$ cat config.mk
export PLATFORM = sky130hd
export DESIGN_NAME = tcw_ctrl
export DESIGN_NICKNAME = d
export VERILOG_FILES = /design/src/rtl/core/tcw_pkg.sv /design/src/rtl/core/tcw_ctrl.sv
export SDC_FILE = /design/constraint.sdc
export NUM_CORES = 1
export LEC_CHECK = 0
export ABC_AREA = 1
export BUFFER_PORTS_ARGS = -buffer_cell sky130_fd_sc_hd__buf_2
export CELL_PAD_IN_SITES_DETAIL_PLACEMENT = 1
export CELL_PAD_IN_SITES_GLOBAL_PLACEMENT = 1
export CORE_ASPECT_RATIO = 1.25
export CORE_MARGIN = 5
export CORE_UTILIZATION = 41
export DETAILED_ROUTE_END_ITERATION = 8
export PLACE_DENSITY_LB_ADDON = 0.08
export SYNTH_ARGS = -nofsm -noshare
export SYNTH_HDL_FRONTEND = slang
export SYNTH_SLANG_ARGS = --single-unit
$ cat constraint.sdc
create_clock -name clk -period 3.5 [get_ports clk]
set_input_delay 0.175 -clock clk [delete_from_list [all_inputs] [get_ports clk]]
set_output_delay 0.175 -clock clk [all_outputs]
set_load 0.02 [all_outputs]
$ cat src/rtl/core/tcw_pkg.sv
`timescale 1ns / 1ps
// Shared constants, types and helpers of the text console writer.
package tcw_pkg;

	localparam int COLUMNS    = 80;
	localparam int ROWS       = 25;
	localparam int CELLS      = COLUMNS * ROWS;
	localparam int MOVE_CELLS = COLUMNS * (ROWS - 1);
	localparam int ADDR_W     = (CELLS > 1) ? $clog2(CELLS) : 1;

	localparam int OP_W      = 2;
	localparam int BYTE_W    = 8;
	localparam int COL_W     = 7;
	localparam int ROW_W     = 5;
	localparam int IDX_W     = 11;
	localparam int LIN_W     = 12;
	localparam int CELL_W    = 16;
	localparam int CFG_IDX_W = 2;

	localparam logic [OP_W-1:0] OP_PUT   = 2'd0;
	localparam logic [OP_W-1:0] OP_CLEAR = 2'd1;
	localparam logic [OP_W-1:0] OP_SET   = 2'd2;
	localparam logic [OP_W-1:0] OP_READ  = 2'd3;

	localparam logic [CFG_IDX_W-1:0] CFG_WRITE_ATTR = 2'd0;
	localparam logic [CFG_IDX_W-1:0] CFG_FILL_ATTR  = 2'd1;
	localparam logic [CFG_IDX_W-1:0] CFG_FILL_CHAR  = 2'd2;

	localparam logic [BYTE_W-1:0] WRITE_ATTR_RST = 8'd240;
	localparam logic [BYTE_W-1:0] FILL_ATTR_RST  = 8'd240;
	localparam logic [BYTE_W-1:0] FILL_CHAR_RST  = 8'd32;

	typedef logic [ADDR_W-1:0] addr_t;
	typedef logic [CELL_W-1:0] cell_t;

	typedef struct packed {
		logic  we;
		addr_t waddr;
		cell_t wdata;
		logic  re;
		addr_t raddr;
	} mem_req_t;

	typedef struct packed {
		logic             status;
		logic [IDX_W-1:0] cursor_index;
		cell_t            cell_data;
	} result_t;

	// row * COLUMNS + column, wide enough for any legal geometry
	function automatic logic [LIN_W-1:0] lin_index(logic [ROW_W-1:0] r, logic [COL_W-1:0] c);
		return LIN_W'(r) * LIN_W'(COLUMNS) + LIN_W'(c);
	endfunction

	function automatic logic in_screen(logic [COL_W-1:0] c, logic [ROW_W-1:0] r);
		return ({1'b0, c} < 8'(COLUMNS)) && ({1'b0, r} < 6'(ROWS));
	endfunction

endpackage

$ cat src/rtl/core/tcw_ctrl.sv
`timescale 1ns / 1ps
// Command sequencer: cursor, attribute registers and the store sweep engine.
module tcw_ctrl (
	input  logic                              clk,
	input  logic                              arst_n,
	input  logic                              cfg_we,
	input  logic [tcw_pkg::CFG_IDX_W-1:0]     cfg_index,
	input  logic [tcw_pkg::BYTE_W-1:0]        cfg_data,
	input  logic                              cmd_valid,
	output logic                              cmd_ready,
	input  logic [tcw_pkg::OP_W-1:0]          cmd_op,
	input  logic [tcw_pkg::BYTE_W-1:0]        cmd_char,
	input  logic [tcw_pkg::COL_W-1:0]         cmd_col,
	input  logic [tcw_pkg::ROW_W-1:0]         cmd_row,
	output logic                              res_valid,
	input  logic                              res_ready,
	output tcw_pkg::result_t                  res,
	output tcw_pkg::mem_req_t                 mem_req,
	input  tcw_pkg::cell_t                    mem_rdata
);

	localparam logic [1:0] ST_IDLE  = 2'd0;
	localparam logic [1:0] ST_SWEEP = 2'd1;
	localparam logic [1:0] ST_RESP  = 2'd2;

	localparam logic [1:0] MODE_ZERO   = 2'd0;
	localparam logic [1:0] MODE_FILL   = 2'd1;
	localparam logic [1:0] MODE_SCROLL = 2'd2;

	localparam logic [tcw_pkg::COL_W-1:0] LAST_COL  = tcw_pkg::COL_W'(tcw_pkg::COLUMNS - 1);
	localparam logic [tcw_pkg::ROW_W-1:0] LAST_ROW  = tcw_pkg::ROW_W'(tcw_pkg::ROWS - 1);
	localparam tcw_pkg::addr_t            LAST_ADDR = tcw_pkg::ADDR_W'(tcw_pkg::CELLS - 1);
	localparam tcw_pkg::addr_t            MOVE_END  = tcw_pkg::ADDR_W'(tcw_pkg::MOVE_CELLS);
	localparam tcw_pkg::addr_t            ROW_STEP  = tcw_pkg::ADDR_W'(tcw_pkg::COLUMNS);

	logic [1:0]                   state_q;
	logic [1:0]                   mode_q;
	logic                         run_q;
	tcw_pkg::addr_t               cnt_q;
	logic                         wr_valid_s1;
	tcw_pkg::addr_t               wr_addr_s1;
	logic                         wr_copy_s1;
	logic [tcw_pkg::COL_W-1:0]    col_q;
	logic [tcw_pkg::ROW_W-1:0]    row_q;
	logic [tcw_pkg::BYTE_W-1:0]   wattr_q;
	logic [tcw_pkg::BYTE_W-1:0]   fattr_q;
	logic [tcw_pkg::BYTE_W-1:0]   fchar_q;
	logic                         status_q;
	logic                         cell_sel_q;

	logic                         accept;
	logic                         cmd_inside;
	logic [tcw_pkg::LIN_W-1:0]    cur_lin;
	logic [tcw_pkg::LIN_W-1:0]    cmd_lin;
	logic                         copy_now;
	tcw_pkg::cell_t               blank;

	assign cmd_ready  = (state_q == ST_IDLE);
	assign accept     = cmd_valid && cmd_ready;
	assign cmd_inside = tcw_pkg::in_screen(cmd_col, cmd_row);
	assign cur_lin    = tcw_pkg::lin_index(row_q, col_q);
	assign cmd_lin    = tcw_pkg::lin_index(cmd_row, cmd_col);
	assign copy_now   = (mode_q == MODE_SCROLL) && (cnt_q < MOVE_END);
	assign blank      = (mode_q == MODE_ZERO) ? '0 : {fattr_q, fchar_q};

	always_comb begin
		mem_req = '0;
		unique case (state_q)
			ST_IDLE: begin
				if (accept && cmd_op == tcw_pkg::OP_PUT) begin
					mem_req.we    = 1'b1;
					mem_req.waddr = tcw_pkg::ADDR_W'(cur_lin);
					mem_req.wdata = {wattr_q, cmd_char};
				end
				if (accept && cmd_op == tcw_pkg::OP_READ) begin
					mem_req.re    = cmd_inside;
					mem_req.raddr = tcw_pkg::ADDR_W'(cmd_lin);
				end
			end
			ST_SWEEP: begin
				// read one row ahead, write the cell back one stage later
				mem_req.re    = run_q && copy_now;
				mem_req.raddr = cnt_q + ROW_STEP;
				mem_req.we    = wr_valid_s1;
				mem_req.waddr = wr_addr_s1;
				mem_req.wdata = wr_copy_s1 ? mem_rdata : blank;
			end
			default: begin
			end
		endcase
	end

	assign res_valid        = (state_q == ST_RESP);
	assign res.status       = status_q;
	assign res.cursor_index = tcw_pkg::IDX_W'(cur_lin);
	assign res.cell_data    = cell_sel_q ? mem_rdata : '0;

	always_ff @(posedge clk or negedge arst_n) begin
		if (!arst_n) begin
			state_q     <= ST_SWEEP;
			mode_q      <= MODE_ZERO;
			run_q       <= 1'b1;
			cnt_q       <= '0;
			wr_valid_s1 <= 1'b0;
			col_q       <= '0;
			row_q       <= '0;
			wattr_q     <= tcw_pkg::WRITE_ATTR_RST;
			fattr_q     <= tcw_pkg::FILL_ATTR_RST;
			fchar_q     <= tcw_pkg::FILL_CHAR_RST;
			status_q    <= 1'b0;
			cell_sel_q  <= 1'b0;
		end else begin
			if (cfg_we) begin
				case (cfg_index)
					tcw_pkg::CFG_WRITE_ATTR: wattr_q <= cfg_data;
					tcw_pkg::CFG_FILL_ATTR:  fattr_q <= cfg_data;
					tcw_pkg::CFG_FILL_CHAR:  fchar_q <= cfg_data;
					default: begin
					end
				endcase
			end
			unique case (state_q)
				ST_IDLE: begin
					if (accept) begin
						status_q   <= 1'b0;
						cell_sel_q <= 1'b0;
						state_q    <= ST_RESP;
						unique case (cmd_op)
							tcw_pkg::OP_PUT: begin
								if (col_q == LAST_COL) begin
									col_q <= '0;
									if (row_q == LAST_ROW) begin
										state_q <= ST_SWEEP;
										mode_q  <= MODE_SCROLL;
										run_q   <= 1'b1;
										cnt_q   <= '0;
									end else begin
										row_q <= row_q + 1'b1;
									end
								end else begin
									col_q <= col_q + 1'b1;
								end
							end
							tcw_pkg::OP_CLEAR: begin
								wattr_q <= fattr_q;
								col_q   <= '0;
								row_q   <= '0;
								state_q <= ST_SWEEP;
								mode_q  <= MODE_FILL;
								run_q   <= 1'b1;
								cnt_q   <= '0;
							end
							tcw_pkg::OP_SET: begin
								if (cmd_inside) begin
									col_q <= cmd_col;
									row_q <= cmd_row;
								end else begin
									status_q <= 1'b1;
								end
							end
							tcw_pkg::OP_READ: begin
								cell_sel_q <= cmd_inside;
								status_q   <= !cmd_inside;
							end
							default: begin
							end
						endcase
					end
				end
				ST_SWEEP: begin
					wr_valid_s1 <= run_q;
					wr_addr_s1  <= cnt_q;
					wr_copy_s1  <= copy_now;
					if (run_q) begin
						if (cnt_q == LAST_ADDR) begin
							run_q <= 1'b0;
						end else begin
							cnt_q <= cnt_q + 1'b1;
						end
					end
					if (!run_q && !wr_valid_s1) begin
						state_q <= (mode_q == MODE_ZERO) ? ST_IDLE : ST_RESP;
					end
				end
				ST_RESP: begin
					if (res_ready) begin
						state_q <= ST_IDLE;
					end
				end
				default: begin
					state_q <= ST_IDLE;
				end
			endcase
		end
	end

endmodule

==> impl_metrics.env <==
export IMPL_status="finished, violations left"
export IMPL_violations="hold timing"
export IMPL_reg2reg_depth=8
export IMPL_max_stage_delay_ps=440
export IMPL_fin_crit_sh_pct=80.17
export IMPL_yosys_area_top_type_share_pct=21.81
export IMPL_critical_path_cell_chain="ha_1 > ha_1 > inv_1 > fa_1 > nor2_1 > nand4_1 > nand2_1 > xor2_1 > nand2_1 > nand2_1 > buf_2"
export IMPL_fin_ws_ps=694.0
export IMPL_synth_flop_cell="dfrtp_1"
export IMPL_portBuffers=122
export IMPL_synthDistinctLibCells=41
export IMPL_vias=5234
export IMPL_cts_tree="done"
export IMPL_track_usage_pct=24.02
export IMPL_maxCapViolCount=0
export IMPL_routedWlPerCell_um=17.21
export IMPL_post_cts_buffers=0
export IMPL_pin_count=123
export IMPL_start_util_pct=41.71
export IMPL_antenna_found_initial=0
export IMPL_cts_max_path_buffers=2
export IMPL_yosysTopAreaCell="dfrtp_1"
export IMPL_synth_cell_area_um2=5049
export IMPL_yosys_warnings=0
export IMPL_ff_latch_area_um2=1750
export IMPL_utilization_pct=49.68
export IMPL_relSlewSlack_pct=37.60
export IMPL_die_w_um=109.3
export IMPL_dp_hpwl_um=13480
export IMPL_grt_pass1_wl_um=27640
export IMPL_powerDensity_nw_per_um2=640.4
export IMPL_overflow=0
export IMPL_fin_worst_skew_ps=7.744
export IMPL_synth_area_top_cells="dfrtp_1 (22%), nand2_1 (16%), edfxtp_1 (7.1%)"
export IMPL_drtPass1Iterations=4
export IMPL_crit_top_cell="nand2_1"
export IMPL_endpoint_kind="output pin"
export IMPL_max_freq_mhz=356.4
export IMPL_hold_buffers=0
export IMPL_slowest_stage="dfrtp_1"
export IMPL_tightestPinTransition_ps=932.5
export IMPL_worst_path_stages=11
export IMPL_fillers=1658
export IMPL_cts_resized=0
export IMPL_syn_nets=809
export IMPL_rsz0062_at_grt="false"
export IMPL_ys_seq_area_share_pct=34.67
export IMPL_dieArea_um2=14650
export IMPL_drc=0
export IMPL_drive_gt1_share_pct=21.36
export IMPL_tns_ps=0
export IMPL_hold_path_class="in2async"
export IMPL_crit_type="reg2out"
export IMPL_fin_hold_ws_ps=-12.54
export IMPL_critPathArrivalTime_ps=2630
export IMPL_power_mw=3.852
export IMPL_finalCriticalPeriod_ps=2806
export IMPL_antenna_cells=0
export IMPL_async_flop_share_pct=82.09
export IMPL_yosysMostFrequentCell="nand2_1"
export IMPL_multi_input_area_um2=2756
export IMPL_grt_pass1_vias=5604
export IMPL_peakVddDrop_mv=0.3075
export IMPL_cp_required_ps=3320
export IMPL_clk_pin_slew_worst_paths_ps=60
export IMPL_final_nets=918
export IMPL_synth_commonest_cells="nand2_1 (220), inv_1 (94), nand3_1 (68)"
export IMPL_htree_levels=3
export IMPL_startpoint_type="flop"
export IMPL_routabilityCongestion=0.9041
export IMPL_clock_latency_ps=330
export IMPL_die_h_um=134.1
export IMPL_cpLargestDelayFamily="adder cells"
export IMPL_grt_max_degree=56
export IMPL_antenna_left=0
export IMPL_crit_fanout=6
export IMPL_yosys_register_bits=67
export IMPL_cp_num_buf_inv=2
export IMPL_pre_cts_slack_ps=1026
export IMPL_drv_slew=0
export IMPL_finalSetupViolCount=0
export IMPL_leakagePower_nw=3.157
export IMPL_synthCells=724
export IMPL_routed_wl_um=17240
export IMPL_root_buffer="clkbuf_16"
export IMPL_syn_to_final_growth_pct=19.13
export IMPL_hold_viol_final=6
export IMPL_drt_iter0_markers=172
export IMPL_core_um2=12110
export IMPL_synth_edf_count=12
export IMPL_rows=45
export IMPL_avgSynthCellArea_um2=6.973
export IMPL_cts_made_buffers=9
export IMPL_vias_per_cell=5.224
export IMPL_clock_sinks=67
==> path summary, 6_finish.rpt <==
kind / startpoint / slack [ps] / endpoint
min: arst_n / -10 / col_q[4]
min in group clk: cfg_data[7] / 100 / wattr_q[7]
min reg2reg: fattr_q[4] / 490 / wattr_q[4]
max: row_q[1] / 690 / mem_req[37]
max in group asynchronous: arst_n / 2980 / cnt_q[4]
max reg2reg: state_q[1] / 1170 / cnt_q[4]
==> power breakdown <==
part           internal [mW]  leakage [nW]  total, mW  switching [mW]
sequential             0.999         0.802       1.23           0.235
clock                  0.553         0.143      0.902           0.350
combinational          0.556          2.21       1.71            1.16
==> metal layers <==
metal	vias to the layer above	wire length, µm	GRT usage (%)
li1	2555	-	-
met1	2544	6888	28.23
met2	114	9125	44.40
met3	21	897	3.948
met4	0	328	6.584
met5	-	0	0
==> registers in the layout, indices dropped and copies added (netlist names), 2 cells and up <==
signal / flops
cnt_q: 11
col_q: 7
fattr_q: 8
fchar_q: 8
mode_q: 2
row_q: 5
state_q: 2
wattr_q: 8
wr_addr_s1: 11
==> worst reg2reg max path, delay by kind of cell, from the launching register on <==
family                 cells  cell delay, ps
AND/OR/NAND/NOR            6            1080
flip-flops                 1             740
buffers and inverters      2             450
==> area by class of cell <==
cell class	instances	share of cell area (%)
Timing Repair Buffer	123	10.28
Sequential cell	67	29.10
Clock inverter	6	1.082
Inverter	104	6.491
Multi-Input combinational cell	528	45.83
Clock buffer	10	3.807
Tap cell	164	3.412
==> metrics by stage <==
step / instances / instance area [µm²]
3_5_place_dp: 986 / 5720
2_1_floorplan: 724 / 5049
4_1_cts: 1002 / 6015
5_1_grt: 1002 / 6015
3_3_place_gp: 986 / 5720
6_report: 1002 / 6015
==> kinds of logic (layout without fill, tap and decap cells) <==
group / count (synthesis) / after routing / synth area share, %
adders and majority gates: 32 / 32 / 8.526
buffers and inverters: 129 / 243 / 10.73
and+or+nand+nor: 368 / 368 / 31.03
AOI/OAI and AO/OA: 119 / 119 / 13.48
DFF: 67 / 67 / 34.67
xor gates and xnor gates: 9 / 9 / 1.561
==> cell usage in the layout (no fill, tap or decap), types with 3 or more instances in the layout <==
master	count
fa_1	4
nor2_2	5
inv_2	9
dfrtp_1	44
nand4_1	4
o22ai_1	5
ha_1	28
nand2_1	220
o21ai_0	31
a21oi_1	17
a31oi_1	18
a22o_1	4
nor2_4	5
edfxtp_1	12
nand3_1	68
o21ai_1	30
dfstp_2	11
nor2_1	56
clkbuf_16	9
buf_2	122
o211ai_1	5
xor2_1	6
inv_1	94
xnor2_1	3
Power figures use the tool's default switching activity.
